## config.mk

```make
export PLATFORM = sky130hd
export DESIGN_NAME = compacting_list_buffer
export DESIGN_NICKNAME = d
export VERILOG_FILES = /design/src/rtl/core/clb_pkg.sv /design/src/rtl/core/compacting_list_buffer.sv
export SDC_FILE = /design/constraint.sdc
export NUM_CORES = 1
export LEC_CHECK = 0
export BUFFER_PORTS_ARGS = -buffer_cell sky130_fd_sc_hd__buf_2
export CORE_ASPECT_RATIO = 2
export CORE_MARGIN = 2
export CORE_UTILIZATION = 40
export CTS_BUF_LIST = sky130_fd_sc_hd__clkbuf_2 sky130_fd_sc_hd__clkbuf_4 sky130_fd_sc_hd__clkbuf_8
export DETAILED_ROUTE_END_ITERATION = 8
export PLACE_DENSITY = 0.55
export SETUP_SLACK_MARGIN = 0.05
export SLEW_MARGIN = 15
export SYNTH_ARGS = -nofsm -noshare
export SYNTH_HDL_FRONTEND = slang
export SYNTH_SLANG_ARGS = --single-unit
```

## constraint.sdc

```tcl
create_clock -name clk -period 4.6 [get_ports clk]
set_input_delay 0.69 -clock clk [delete_from_list [all_inputs] [get_ports clk]]
set_output_delay 0.69 -clock clk [all_outputs]
set_load 0.02 [all_outputs]
```

## src/rtl/core/clb_pkg.sv

```systemverilog
`default_nettype none

package clb_pkg;

  localparam int MAX_ENTRIES_DEFAULT = 32;
  localparam int CAP_W               = 6;
  localparam int ELEM_W              = 32;
  localparam logic [CAP_W-1:0] CAPACITY_RESET = 6'd5;

  typedef enum logic [2:0] {
    OP_PUSH     = 3'd0,
    OP_POP_TAIL = 3'd1,
    OP_POP_HEAD = 3'd2,
    OP_REMOVE   = 3'd3,
    OP_ERASE    = 3'd4,
    OP_DUMP     = 3'd5
  } op_t;

  typedef enum logic [1:0] {
    ST_OK    = 2'd0,
    ST_EMPTY = 2'd1,
    ST_FULL  = 2'd2,
    ST_BAD   = 2'd3
  } status_t;

  typedef enum logic [2:0] {
    S_IDLE,
    S_SHIFT,
    S_DUMP_RD,
    S_DUMP_WAIT,
    S_RESP
  } state_t;

  typedef struct packed {
    logic [2:0]               command;
    logic signed [ELEM_W-1:0] element_value;
    logic [4:0]               position;
    logic [5:0]               end_position;
  } clb_cmd_t;

  typedef struct packed {
    logic [1:0]               status;
    logic [5:0]               count;
    logic                     is_empty;
    logic signed [ELEM_W-1:0] element_out;
    logic                     element_valid;
    logic                     last;
  } clb_res_t;

endpackage

`default_nettype wire

```

## src/rtl/core/compacting_list_buffer.sv

```systemverilog
`default_nettype none
// Push, pops, errors and unused commands go to S_RESP and load the result once the output is free.
// Deletes: S_SHIFT reads each kept entry at src and writes it back at dst, then S_RESP loads the result.
// Dump: per element one memory read (S_DUMP_RD), then the output register load (S_DUMP_WAIT),
// which waits while the output stalls; an empty dump answers through S_RESP. One command at a time.
// Reset: sync, active high; count 0, capacity 5, output empty. Memory is not cleared.

module compacting_list_buffer #(
  parameter int MAX_ENTRIES = clb_pkg::MAX_ENTRIES_DEFAULT
) (
  input  logic                          clk,
  input  logic                          rst,
  input  logic                          cmd_valid,
  output logic                          cmd_stall,
  input  clb_pkg::clb_cmd_t             cmd,
  output logic                          res_valid,
  input  logic                          res_stall,
  output clb_pkg::clb_res_t             res,
  input  logic                          cfg_valid,
  output logic                          cfg_ready,
  input  logic [clb_pkg::CAP_W-1:0]     cfg_data
);

  import clb_pkg::*;

  // AW addresses the memory, CW holds a count up to MAX_ENTRIES,
  // CMPW is wide enough for every compare (count, 6-bit fields, limits).
  localparam int AW   = $clog2(MAX_ENTRIES);
  localparam int CW   = $clog2(MAX_ENTRIES + 1);
  localparam int CMPW = (CW > 7) ? CW : 7;

  state_t state, state_next;

  // control state
  logic [CW-1:0]    count;
  logic [CAP_W-1:0] cap;
  logic [CW-1:0]    src_ptr;   // shift read pointer, also the dump pointer
  logic [CW-1:0]    dst_ptr;   // shift write pointer
  logic             rd_pend;   // a shift read is returning this cycle

  // payload
  status_t              rsp_status;
  logic [ELEM_W-1:0]    mem [MAX_ENTRIES];
  logic [ELEM_W-1:0]    rd_data;
  clb_res_t             res_next;

  // memory port controls
  logic                 mem_we;
  logic [AW-1:0]        mem_wa;
  logic [ELEM_W-1:0]    mem_wd;
  logic                 mem_re;
  logic [AW-1:0]        mem_ra;

  logic res_load;
  logic out_free;
  logic cmd_acc;

  logic [CMPW-1:0] count_x, pos_x, endp_x, cap_eff, src_x;
  logic            src_lt;
  logic            dump_last;

  // decode of the incoming command
  status_t         dec_status;
  logic            dec_push, dec_pop, dec_shift, dec_dump;
  logic [CMPW-1:0] dec_from, dec_to;

  assign cfg_ready = 1'b1;
  assign cmd_acc   = cmd_valid && (state == S_IDLE);
  assign out_free  = !res_valid || !res_stall;

  assign count_x = CMPW'(count);
  assign pos_x   = CMPW'(cmd.position);
  assign endp_x  = CMPW'(cmd.end_position);
  assign src_x   = CMPW'(src_ptr);

  assign src_lt    = src_x < count_x;
  assign dump_last = (src_x + CMPW'(1)) == count_x;

  // capacity register clamped to 1..MAX_ENTRIES
  always_comb begin
    if (cap == '0) begin
      cap_eff = CMPW'(1);
    end else if (CMPW'(cap) > CMPW'(MAX_ENTRIES)) begin
      cap_eff = CMPW'(MAX_ENTRIES);
    end else begin
      cap_eff = CMPW'(cap);
    end
  end

  // command decoder: a failing check leaves everything untouched
  always_comb begin
    dec_status = ST_OK;
    dec_push   = 1'b0;
    dec_pop    = 1'b0;
    dec_shift  = 1'b0;
    dec_dump   = 1'b0;
    dec_from   = '0;
    dec_to     = '0;
    unique case (cmd.command)
      OP_PUSH: begin
        if (count_x >= cap_eff) dec_status = ST_FULL;
        else dec_push = 1'b1;
      end
      OP_POP_TAIL: begin
        if (count == '0) dec_status = ST_EMPTY;
        else dec_pop = 1'b1;
      end
      OP_POP_HEAD: begin
        if (count == '0) begin
          dec_status = ST_EMPTY;
        end else begin
          dec_shift = 1'b1;
          dec_to    = CMPW'(1);
        end
      end
      OP_REMOVE: begin
        if (pos_x >= count_x) begin
          dec_status = ST_BAD;
        end else begin
          dec_shift = 1'b1;
          dec_from  = pos_x;
          dec_to    = pos_x + CMPW'(1);
        end
      end
      OP_ERASE: begin
        if (!(pos_x < endp_x && endp_x <= count_x)) begin
          dec_status = ST_BAD;
        end else begin
          dec_shift = 1'b1;
          dec_from  = pos_x;
          dec_to    = endp_x;
        end
      end
      OP_DUMP: begin
        dec_dump = (count != '0);
      end
      default: begin
        // unused codes: ok, no change
      end
    endcase
  end

  // next state
  always_comb begin
    state_next = state;
    unique case (state)
      S_IDLE: begin
        if (cmd_acc) begin
          if (dec_shift)     state_next = S_SHIFT;
          else if (dec_dump) state_next = S_DUMP_RD;
          else               state_next = S_RESP;
        end
      end
      S_SHIFT: begin
        if (!src_lt && !rd_pend) state_next = S_RESP;
      end
      S_DUMP_RD: begin
        state_next = S_DUMP_WAIT;
      end
      S_DUMP_WAIT: begin
        if (out_free) state_next = dump_last ? S_IDLE : S_DUMP_RD;
      end
      S_RESP: begin
        if (out_free) state_next = S_IDLE;
      end
      default: state_next = S_IDLE;
    endcase
  end

  // outputs: memory controls and result loading
  always_comb begin
    cmd_stall = (state != S_IDLE);
    mem_we    = 1'b0;
    mem_wa    = count[AW-1:0];
    mem_wd    = cmd.element_value;
    mem_re    = 1'b0;
    mem_ra    = src_ptr[AW-1:0];
    res_load  = 1'b0;
    res_next  = '0;
    res_next.count    = count_x[5:0];
    res_next.is_empty = (count == '0);
    res_next.last     = 1'b1;
    unique case (state)
      S_IDLE: begin
        mem_we = cmd_acc && dec_push;
      end
      S_SHIFT: begin
        // read at src, write the previous read back at dst; dst always trails src
        mem_re = src_lt;
        mem_we = rd_pend;
        mem_wa = dst_ptr[AW-1:0];
        mem_wd = rd_data;
      end
      S_DUMP_RD: begin
        mem_re = 1'b1;
      end
      S_DUMP_WAIT: begin
        res_load               = out_free;
        res_next.status        = ST_OK;
        res_next.element_out   = rd_data;
        res_next.element_valid = 1'b1;
        res_next.last          = dump_last;
      end
      S_RESP: begin
        res_load        = out_free;
        res_next.status = rsp_status;
      end
      default: begin
      end
    endcase
  end

  // control registers
  always_ff @(posedge clk) begin
    if (rst) begin
      state     <= S_IDLE;
      count     <= '0;
      cap       <= CAPACITY_RESET;
      src_ptr   <= '0;
      dst_ptr   <= '0;
      rd_pend   <= 1'b0;
      res_valid <= 1'b0;
    end else begin
      state <= state_next;
      if (cfg_valid) cap <= cfg_data;

      if (res_load)        res_valid <= 1'b1;
      else if (!res_stall) res_valid <= 1'b0;

      unique case (state)
        S_IDLE: begin
          if (cmd_acc) begin
            if (dec_push) count <= count + CW'(1);
            if (dec_pop)  count <= count - CW'(1);
            src_ptr <= CW'(dec_to);
            dst_ptr <= CW'(dec_from);
            rd_pend <= 1'b0;
          end
        end
        S_SHIFT: begin
          rd_pend <= src_lt;
          if (src_lt)  src_ptr <= src_ptr + CW'(1);
          if (rd_pend) dst_ptr <= dst_ptr + CW'(1);
          // final dst is the new count: from + (count - to)
          if (!src_lt && !rd_pend) count <= dst_ptr;
        end
        S_DUMP_WAIT: begin
          if (out_free) src_ptr <= src_ptr + CW'(1);
        end
        default: begin
        end
      endcase
    end
  end

  // payload registers
  always_ff @(posedge clk) begin
    if (cmd_acc) rsp_status <= dec_status;
    if (res_load) res <= res_next;
  end

  // entry memory, one write and one registered read per cycle
  always_ff @(posedge clk) begin
    if (mem_we) mem[mem_wa] <= mem_wd;
    if (mem_re) rd_data <= mem[mem_ra];
  end

endmodule

`default_nettype wire

```

After elaboration in Yosys (flattened, before gate mapping):

Memories as Yosys holds them, arrays and structs flattened. A register that Yosys moved wholly into a read port is not among the register bits.
Cells that the tools add are included.

* register bits: 74
* bits in writable memories: 1024
* input port bits: 57
* word-level logic and storage cells: 123
* memories kept: 1

Memory list
* mem: depth 32, bits a word 32, read ports 1, clocked after Yosys merged registers in 1, wr ports 1, RTL line compacting_list_buffer.sv:43 `logic [ELEM_W-1:0] mem [MAX_ENTRIES];`

* add/sub/neg operators: 6
* $lt $le $gt $ge: 6
* eq/ne operators: 18
* muxes and demuxes: 54
* reduce and logical (&&, ||, !) cells: 24

Operators with widths (count)
* $mux 6: 13
* $pmux 6 s3: 2
* $mux 32: 1
* $pmux 6 s2: 2
* $add 6x1->6 const B: 3
* $mux 3: 6
* $mux 1: 15
* $mux 5: 3
* $pmux 3 s5: 1
* $eq 3x2->1 const B: 4
* $logic_not 6->1: 2
* $ne 2x2->1 const B: 6
* $reduce_and 4->1: 3
* $mux 2: 5
* $pmux 5 s2: 1
* $eq 3x3->1 const B: 3
* $pmux 2 s4: 1
* $add 6x1->7 const B: 1
* $eq 7x6->1: 1
* $ge 6x7->1: 1
* $add 5x1->6 const B: 1
* $eq 3x1->1 const B: 2
* $ge 5x6->1: 1
* $gt 6x6->1 const B: 1
* 18 further kinds: 29

Logic depth before layout (Yosys ltp):

Gate-level depths: netlist (run 1).

* depth after elaboration: 10
* gate-level depth with buffers: 13
* gate-level depth less buffers: 10

Least setup slack after synthesis (run 1):

OpenSTA, ideal clock, no wires.

* kind: register to register
* start point: register count[0]
* end point: memory mem[17][0], enable pin
* setup time: 0.421 ns
* arrival: 3.135 ns
* setup slack: 1.044 ns
* stages on the path, launching flop included: 10
* buffers on the path: 1
* period minus slack after synthesis: 3.556 ns
* cell sequence: dfxtp_1 -> clkbuf_1 -> inv_1 -> ha_1 -> nor2b_1 -> o21ai_0 -> a21oi_1 -> a21o_1 -> o21ai_1 -> nor2_1

* word-level cells in the longest chain between the ends: 7
* elaborated cells between the ends (all ways): 8
* classes of those cells: order compare (1); mux (6); reduce/logical (1)

RTL lines
* start: declaration: RTL line compacting_list_buffer.sv:35 `logic [CW-1:0] count;`
* start signal: assignment: RTL line compacting_list_buffer.sv:233 `if (dec_push) count <= count + CW'(1);`
* start signal: assignment: RTL line compacting_list_buffer.sv:234 `if (dec_pop) count <= count - CW'(1);`
* start signal: assignment: RTL line compacting_list_buffer.sv:245 `if (!src_lt && !rd_pend) count <= dst_ptr;`
* $ge 6x7->1: RTL line compacting_list_buffer.sv:101 `if (count_x >= cap_eff) dec_status = ST_FULL;`
* $mux 1: RTL line compacting_list_buffer.sv:101
* $mux 1: RTL line compacting_list_buffer.sv:99 `unique case (cmd.command)`
* $logic_and 1x1->1: RTL line compacting_list_buffer.sv:185 `mem_we = cmd_acc && dec_push;`
* $pmux 1 s2: RTL line compacting_list_buffer.sv:183 `unique case (state)`
* $mux 1: RTL line compacting_list_buffer.sv:264 `if (mem_we) mem[mem_wa] <= mem_wd;`
* $mux 1 (not written as such): RTL line compacting_list_buffer.sv:264
* end: declaration: RTL line compacting_list_buffer.sv:43

Parallel ways exist; a longest one is shown, timed or not.

Worst setup path in the final report (run 1):

* start point: register cap[1]
* end point: memory mem[21][3], enable pin

* word-level cells in the longest chain between the ends: 10
* elaborated cells between the ends (all ways): 11
* classes of those cells: order compare (2); mux (7); reduce/logical (2)

RTL lines
* start: declaration: RTL line compacting_list_buffer.sv:36 `logic [CAP_W-1:0] cap;`
* start signal: assignment: RTL line compacting_list_buffer.sv:225 `if (cfg_valid) cap <= cfg_data;`
* $gt 6x6->1: RTL line compacting_list_buffer.sv:83 `end else if (CMPW'(cap) > CMPW'(MAX_ENTRIES)) begin`
* $mux 6: RTL line compacting_list_buffer.sv:83
* $mux 6 (*): RTL line compacting_list_buffer.sv:81 `if (cap == '0) begin`
* $ge 6x7->1 (*): RTL line compacting_list_buffer.sv:101
* $mux 1 (*): RTL line compacting_list_buffer.sv:101
* $mux 1 (*): RTL line compacting_list_buffer.sv:99
* $logic_and 1x1->1 (*): RTL line compacting_list_buffer.sv:185
* $pmux 1 s2 (*): RTL line compacting_list_buffer.sv:183
* $mux 1 (*): RTL line compacting_list_buffer.sv:264
* $mux 1 (not written as such) (*): RTL line compacting_list_buffer.sv:264

Mark *: on every way between the ends. The rest lies on a longest branch, timed or not.

==> results of run 1 <==
## sequential cells by signal (all words and copies together), names as in the netlist, 2 cells and up
name / flops
mem: 1024
state: 3
rsp_status: 2
src_ptr: 6
rd_data: 32
dst_ptr: 6
count: 6
res: 43
cap: 6
## power by group through the flow
stage          clock network, mW  registers (mW)  logic [mW]
2_1_floorplan                  0            11.8        1.60
3_3_place_gp                   0            11.9        2.55
3_5_place_dp                   0            11.9        2.58
4_1_cts                     8.21            11.7        2.60
5_1_grt                     8.58            11.7        2.69
6_report                    8.00            11.7        2.53
## per-stage QoR
stage	instances	hold slack [ps]
4_1_cts	3967	2.45
3_5_place_dp	3680	503
6_report	3972	91.3
5_1_grt	3972	40.2
2_1_floorplan	2100	480
3_3_place_gp	3680	489
## timing repair
action | 4_1_cts | 5_1_grt
endpoints found under the hold margin | 2 | 0
gates resized for setup | 0 | 0
hold buffers | 2 | 0
## kinds of logic after synthesis
kind of cell | Yosys count | synth area share, %
flip-flops | 1130 | 75.2
XOR/XNOR | 15 | 0.294
AND/OR/NAND/NOR | 319 | 3.27
AO/OA/AOI/OAI | 109 | 1.74
multiplexers | 361 | 17.1
buffers and inverters | 130 | 1.35
adder cells (fa/ha/maj) | 35 | 0.996
other | 1 | 0.00838
## cells in the mapped netlist, types with 5 or more instances
| cell type | number |
|---|---|
| a211oi_1 | 9 |
| a21oi_1 | 29 |
| a31oi_1 | 5 |
| and2_1 | 35 |
| and3_1 | 7 |
| buf_1 | 12 |
| buf_2 | 12 |
| buf_4 | 21 |
| clkbuf_1 | 60 |
| dfxtp_1 | 29 |
| edfxtp_1 | 1101 |
| ha_1 | 34 |
| inv_1 | 22 |
| mux2_2 | 32 |
| mux2i_1 | 9 |
| mux4_2 | 320 |
| nand2_1 | 134 |
| nand2b_1 | 5 |
| nand3_1 | 19 |
| nor2_1 | 75 |
| nor2b_1 | 6 |
| nor3_1 | 13 |
| nor3b_1 | 6 |
| nor4_1 | 5 |
| o211ai_1 | 6 |
| o21ai_0 | 12 |
| o31ai_1 | 7 |
| xnor2_1 | 10 |
| xor2_1 | 5 |
## metal layers
metal | GRT usage [%] | routed length (µm) | part of all wire, % | vias up
met4 | 8.88 | 4640 | 4.0 | 0
met2 | 37.8 | 64400 | 55 | 639
met3 | 3.57 | 4940 | 4.2 | 213
met1 | 23.9 | 42900 | 37 | 11800
met5 | 0 | 0 | 0 | -
li1 | - | - | - | 9233
## critical path, cell delays in order (launching register included)
cell and delay (ps):
dfxtp_1 340, nor4_1 320, nor2_1 80, nor2_1 140, ha_1 250, nor2b_1 120
o21ai_0 130, a21oi_1 200, a21o_1 220, o21ai_1 410, buf_4 330, nor2_4 400
buf_12 250
## worst paths after layout
kind	startpoint	endpoint	slack (ps)	cells after the start
setup / recovery	cap[1]$_SDFFE_PP0P_	mem[21][3]$_DFFE_PP_	1050	12
hold reg to reg	rd_pend$_SDFFE_PP0P_	rd_pend$_SDFFE_PP0P_	520	2
setup reg to reg	cap[1]$_SDFFE_PP0P_	mem[21][3]$_DFFE_PP_	1050	12
hold / removal	cfg_data[1]	cap[1]$_SDFFE_PP0P_	90	3
## layout make-up
class | count | area share [%]
Multi-Input combinational cell | 840 | 21.0
Inverter | 22 | 0.162
Clock inverter | 75 | 1.20
Clock buffer | 210 | 5.05
Antenna cell | 5 | 0.0245
Tap cell | 1487 | 3.64
Sequential cell | 1130 | 65.9
Timing Repair Buffer | 203 | 2.99
==> flow_summary.yaml, run 1 <==
pwr:
  switching_share_pct: 24.3
  vdd_ir_drop_max_mv: 0.253
  pwr-share-comb_pct: 11.4
  p_leak_nw: 15.9
  pwr-share-clk_pct: 36.0
  seq_power_share_pct: 52.6
  finalPower_mw: 22.2
  switching_power_mw: 5.40
  p_int_mw: 16.8
  power_density_nw_per_um2: 435
finish:
  seq_area_um2: 33700
  area_growth_pct: 14.2
  fin_util_pct: 46.0
  nets: 2444
  drive_gt1_share_pct: 34.4
  final_cell_mix: "edfxtp_1, mux4_2, clkbuf_8"
  final_common_cell: "edfxtp_1"
  multi_input_comb_area_um2: 10700
  nFillCells: 9275
  fin_area_um2: 51100
yosys:
  syn_avg_cell_area_um2: 21.3
  synth_area_leaders: "edfxtp_1, mux4_2, dfxtp_1"
  synth_area_um2: 44700
  ys_seq_area_share_pct: 75.2
  yosys.area.top_type: "edfxtp_1"
  synth_edf_count: 1101
  syn_nets: 2192
  synth_seq_cells: 1130
  yosysWarnings: 0
  synthArstFlopShare_pct: 0
  ys_types: 64
  ys.flop_type: "edfxtp_1"
  yosysTopAreaCellShare_pct: 73.9
  postSynthCellCount: 2100
die:
  rows: 173
  io_pins: 103
  die_h_um: 477
  fp.coreArea_um2: 111000
  die_w_um: 240
  die-area_um2: 115000
  initial_core_util_pct: 40.3
hold_path:
  hold_class: "primary input to register"
worst_setup_path:
  worstPathRequired_ps: 5120
  worst-setup-path-type: "register to register"
  cp-end-kind: "register"
  cp.arrival_ps: 4070
  cp_max_fo: 20
  critPathLaunchType: "register"
placed_design:
  io_buffers: 101
  pre_cts_ws_ps: 1150
  place.detailed.hpwl_um: 74000
  placed_cell_area_um2: 47900
  gp_congestion: 0.886
cts:
  root_buffer: "clkbuf_8"
  cts_tree: "built"
  clk_latency_ps: 850
  clkSinkCount: 1130
  postCtsSetupRepairBufs: 0
  htree_num_levels: 4
  clkTransAtPathRegs_ps: 70
  cts_made_buffers: 155
  clk_path_buf_depth: 3
grt:
  grt.total_usage_pct: 20.8
  grt_max_degree: 71
  globalRoute.totalOverflow: 0
  grt_antenna_before_repair: 6
  grt_pass1_wl_um: 168000
  grt_pass1_vias: 23400
sta:
  maxSlewHeadroom_pct: 20.8
  slew_violations: 0
  rsz0062_at_grt: "false"
  fin_crit_sh_pct: 77.2
  period_minus_slack_ps: 3550
  layout_setup_ws_ps: 1050
  worstMarginPinSlew_ps: 1180
  setup-tns-final_ps: 0
  fin_skew_ps: 35.5
  hold_viol: 0
  finalSetupViolations: 0
  fmax_mhz: 282
routing:
  drt_iter0_drc: 1734
  drcViolationCount: 0
  routed_wl_um: 117000
  avgRoutedWirePerCell_um: 29.4
  vias_per_cell: 5.50
  ant_nets: 0
  drtPass1Iterations: 5
  vias: 21900
job:
  maxCapViolations: 0
status:
  status: "finished, final reports clean"
(Power assumes the default switching activity.)
==> run 2, diff against run 1 <==
- clock period: 4.6 -> 3.7 ns (I/O delays scaled with it)
==> run 2 against run 1 <==
Net effect:
- critical path depth is 7 lower
- sequential share of layout area is 0.62 points lower
- combinational power is 30% higher
- sequential cell count stayed put
- largest power group unchanged
- sequential power is 24% higher
- critical endpoint is now rd_data[10]$_DFFE_PP_
==> flow_summary.yaml, run 2 (synthesis results as in run 1) <==
worst_setup_path:
  cp-end-kind: "register"
  worstPathCellList: "buf_12 -> buf_4 -> mux4_2 -> mux4_2 -> mux2_2"
  path_buf_inv: 2
  path_common_cell: "mux4_2"
  cp_slowest_cell: "dfxtp_4"
  cpPeakStageDelay_ps: 660
  cp_max_fo: 21
  critPathLaunchType: "register"
  cp.arrival_ps: 3530
  worstPathRequired_ps: 4270
  critical_path.top_delay_family: "multiplexers"
  worst-setup-path-type: "register to register"
die:
  die-area_um2: 115000
  die_h_um: 477
  io_pins: 103
  rows: 173
  fp.coreArea_um2: 111000
  initial_core_util_pct: 40.3
  die_w_um: 240
placed_design:
  placed_cell_area_um2: 48400
  place.detailed.hpwl_um: 73900
  io_buffers: 101
  placed_cells: 3723
  gp_congestion: 0.876
cts:
  ctsResizeCount: 0
  clk_path_buf_depth: 3
  cts_tree: "built"
  htree_num_levels: 4
  cts_made_buffers: 156
  clkTransAtPathRegs_ps: 80
  root_buffer: "clkbuf_8"
  clk_latency_ps: 840
  clkSinkCount: 1130
job:
  maxCapViolations: 0
finish:
  multi_input_comb_area_um2: 10700
  fin_area_um2: 51600
  area_growth_pct: 15.3
  max_flop_register: "mem"
  final_common_cell: "edfxtp_1"
  largest_register_ffs: 1024
  drive_gt1_share_pct: 35.2
  seq_area_um2: 33700
  final_cells: 4014
  top_regs: "mem (1024), res (43), rd_data (32)"
  nets: 2500
  nFillCells: 9208
  final_cell_mix: "edfxtp_1, mux4_2, clkbuf_8"
hold_path:
  hold_class: "primary input to register"
sta:
  fmax_mhz: 338
  setup-tns-final_ps: 0
  slew_violations: 0
  fin_crit_sh_pct: 80.0
  worstMarginPinSlew_ps: 818
  maxSlewHeadroom_pct: 45.4
  finalSetupViolations: 0
  hold_viol: 0
  fin_skew_ps: 35.2
  period_minus_slack_ps: 2960
  rsz0062_at_grt: "false"
grt:
  grt_pass1_wl_um: 167000
  grt_max_degree: 74
  globalRoute.totalOverflow: 0
  grt_pass1_vias: 24000
  grt_antenna_before_repair: 5
  grt.total_usage_pct: 20.4
pwr:
  power_density_nw_per_um2: 529
  pwr-share-clk_pct: 34.9
  p_int_mw: 20.6
  pwr-share-comb_pct: 12.0
  switching_share_pct: 24.6
  p_leak_nw: 16.2
  switching_power_mw: 6.71
  vdd_ir_drop_max_mv: 0.358
  seq_power_share_pct: 53.0
routing:
  vias: 22100
  avgRoutedWirePerCell_um: 28.5
  drcViolationCount: 0
  drt_iter0_drc: 1880
  drtPass1Iterations: 5
  vias_per_cell: 5.51
  ant_nets: 0
  routed_wl_um: 114000
status:
  status: "finished, final reports clean"
[run 2: per-layer routing]
layer | GRT usage [%] | vias to the layer above | wire, µm
met5 | 0 | - | 13
met4 | 7.62 | 2 | 3890
met3 | 3.54 | 224 | 5460
met2 | 37.2 | 693 | 63200
met1 | 23.7 | 11900 | 41900
li1 | - | 9346 | -
[run 2: through the flow]
| step | hold slack, ps | total power, mW | utilization, % | setup WS [ps] |
|---|---|---|---|---|
| 3_3_place_gp | 480 | 18.0 | 43.6 | 627 |
| 4_1_cts | 4.35 | 27.6 | 46.4 | 694 |
| 6_report | 116 | 27.3 | 46.4 | 740 |
| 5_1_grt | 68.7 | 28.3 | 46.4 | 538 |
| 2_1_floorplan | 480 | 16.7 | - | 144 |
| 3_5_place_dp | 490 | 18.1 | 43.6 | 596 |
[run 2: power by group through the flow]
stage	combinational (mW)	sequential, mW	clock [mW]
final	3.29	14.5	9.53
after global routing	3.50	14.5	10.3
after CTS	3.35	14.5	9.81
after detailed placement	3.32	14.7	0
after global placement	3.29	14.7	0
after floorplan	1.99	14.7	0
[run 2: worst reg2reg max path: stages, from the launching register on]
cell	delay, ps
dfxtp_4	660
buf_12	320
buf_4	290
mux4_2	570
mux4_2	540
mux2_2	330
[run 2: path summary, 6_finish.rpt]
| kind | from | to | slack, ps | depth (start not counted) |
|---|---|---|---|---|
| max | src_ptr[0]$_SDFFE_PP0P_ | rd_data[10]$_DFFE_PP_ | 740 | 5 |
| min | cmd[10] | dst_ptr[4]$_SDFFE_PP0P_ | 120 | 3 |
| max reg2reg | src_ptr[0]$_SDFFE_PP0P_ | rd_data[10]$_DFFE_PP_ | 740 | 5 |
| min reg2reg | count[2]$_SDFFE_PP0P_ | res[37]$_DFFE_PP_ | 510 | 0 |
[run 2: timing repair]
item,4_1_cts,5_1_grt
buffers inserted,0,0
endpoints found under the hold margin,12,0
hold buffers,14,0
[run 2: final cells by class]
class	instances	area share, %
flip-flops and latches	1130	65.3
inverters	22	0.160
clock buffers	197	4.80
well taps	1487	3.61
multi-input cells	840	20.8
diodes	3	0.0146
repair buffers	258	4.23
clock inverters	77	1.07
==> run 3, diff against run 2 <==
- clock period: 3.7 -> 2.9 ns (I/O delays scaled with it)
==> run 3 against run 2 <==
Net effect:
- the flow now finishes with violations (negative setup slack)
- clock skew fell by 7.1 ps
- global-route usage rose by 1.3 points
- highest routed layer is now met4
- via count up 4.4%
==> flow_summary.yaml, run 3 (synthesis results as in run 1) <==
sta:
  fin_crit_sh_pct: 104
  fmax_mhz: 331
  worstMarginPinSlew_ps: 742
  finalSetupViolations: 533
  hold_viol: 0
  period_minus_slack_ps: 3020
  slew_violations: 0
  maxSlewHeadroom_pct: 50.6
  rsz0062_at_grt: "true"
  layout_setup_ws_ps: -120
  fin_skew_ps: 28.1
pwr:
  switching_power_mw: 8.69
  seq_power_share_pct: 53.0
  pwr-share-clk_pct: 34.2
  vdd_ir_drop_max_mv: 0.464
  p_leak_nw: 17.4
  power_density_nw_per_um2: 638
  p_int_mw: 26.1
  pwr-share-comb_pct: 12.8
  switching_share_pct: 25.0
hold_path:
  hold_start: "cmd[6]"
  hold_class: "primary input to register"
placed_design:
  io_buffers: 101
  place.detailed.hpwl_um: 79900
  placed_cells: 3763
  gp_congestion: 0.895
worst_setup_path:
  critPathLaunchType: "register"
  cp-startpoint: "cap[4]$_SDFFE_PP0P_"
  r2r-start: "cap[4]$_SDFFE_PP0P_"
  cp.arrival_ps: 3560
  worst-setup-path-type: "register to register"
  cp_max_fo: 8
  cp-end-kind: "register"
  worstPathRequired_ps: 3440
routing:
  vias_per_cell: 5.55
  routed_wl_um: 133000
  drtPass1Iterations: 5
  avgRoutedWirePerCell_um: 32.1
  ant_nets: 0
  drt_iter0_drc: 2012
  drcViolationCount: 0
  vias: 23100
die:
  die_h_um: 477
  initial_core_util_pct: 40.3
  die_w_um: 240
  fp.coreArea_um2: 111000
  die-area_um2: 115000
  io_pins: 103
  rows: 173
grt:
  grt_pass1_vias: 24400
  grt_max_degree: 44
  grt_pass1_wl_um: 174000
  grt_antenna_before_repair: 2
  globalRoute.totalOverflow: 0
  grt.total_usage_pct: 21.7
cts:
  cts_made_buffers: 155
  clk_path_buf_depth: 3
  clkSinkCount: 1130
  root_buffer: "clkbuf_8"
  htree_num_levels: 4
  cts_tree: "built"
  clkTransAtPathRegs_ps: 60
  clk_latency_ps: 850
finish:
  fin_util_pct: 49.1
  multi_input_comb_area_um2: 10800
  final_common_cell: "edfxtp_1"
  final_cells: 4159
  seq_area_um2: 33700
  top_regs: "mem (1024), res (43), rd_data (32)"
  final_cell_mix: "edfxtp_1, mux4_2, clkbuf_8"
  area_growth_pct: 21.9
  drive_gt1_share_pct: 38.8
  nets: 2645
  nFillCells: 8903
  largest_register_ffs: 1024
  max_flop_register: "mem"
job:
  maxCapViolations: 0
status:
  failed_checks: "negative setup slack"
  status: "finished with violations"
==> run 3: cell type report <==
| type | count | area share [%] |
|---|---|---|
| clock inverters | 72 | 0.831 |
| well taps | 1487 | 3.41 |
| flip-flops and latches | 1130 | 61.7 |
| clock buffers | 202 | 4.58 |
| inverters | 22 | 0.151 |
| diodes | 2 | 0.00918 |
| multi-input cells | 840 | 19.8 |
| repair buffers | 404 | 9.45 |
==> run 3: metrics by stage <==
| stage | hold WS (ps) | setup WS [ps] | TNS [ps] | cell area (µm²) | total power, mW |
|---|---|---|---|---|---|
| after floorplan | 480 | -251 | -241530 | 44800 | 21.3 |
| after global placement | 489 | -455 | -353220 | 49100 | 23.1 |
| after detailed placement | 509 | -174 | -69950 | 49100 | 23.2 |
| after CTS | 25.9 | -32.3 | -1880 | 52700 | 35.1 |
| after global routing | 84.2 | -192 | -87060 | 54500 | 35.9 |
| final | 110 | -120 | -24980 | 54500 | 34.8 |
==> run 3: power by group through the flow <==
stage	sequential [mW]	clock [mW]	combinational, mW
finish	18.4	11.9	4.45
detailed placement	18.8	0	4.40
floorplan	18.8	0	2.55
CTS	18.4	12.2	4.48
global placement	18.8	0	4.36
global route	18.4	12.8	4.67
==> run 3: per-layer routing <==
metal	GRT usage (%)	part of all wire, %	routed length [µm]
met5	0	0	0
met3	3.46	4.6	6120
met1	23.5	33	43800
met2	40.7	57	76300
met4	9.86	5.4	7190
==> run 3: final timing paths <==
check / cells after the start / endpoint / slack [ps]
setup / recovery: 16 / mem[30][27]$_DFFE_PP_ / -120
hold / removal: 4 / dst_ptr[0]$_SDFFE_PP0P_ / 110
setup reg to reg: 16 / mem[30][27]$_DFFE_PP_ / -120
hold reg to reg: 0 / res[37]$_DFFE_PP_ / 530
==> run 3: worst max-delay path: stages (launching register included) <==
cell,delay [ps]
dfxtp_2,340
nor4_4,270
buf_4,150
nor2_2,30
nor2_1,110
ha_1,260
nor2b_2,120
o21ai_2,80
a21oi_2,170
a21o_1,230
buf_4,140
buf_6,90
o21ai_4,60
buf_12,180
nor2_4,150
buf_12,160
clkbuf_16,170
==> run 3: repair_timing <==
action,CTS,global route
hold buffers,22,0
cloned,5,55
endpoints found under the hold margin,18,0
gates resized for setup,29,56
setup buffers,15,26
pin swaps,10,20
setup endpoints to repair,1025,1028
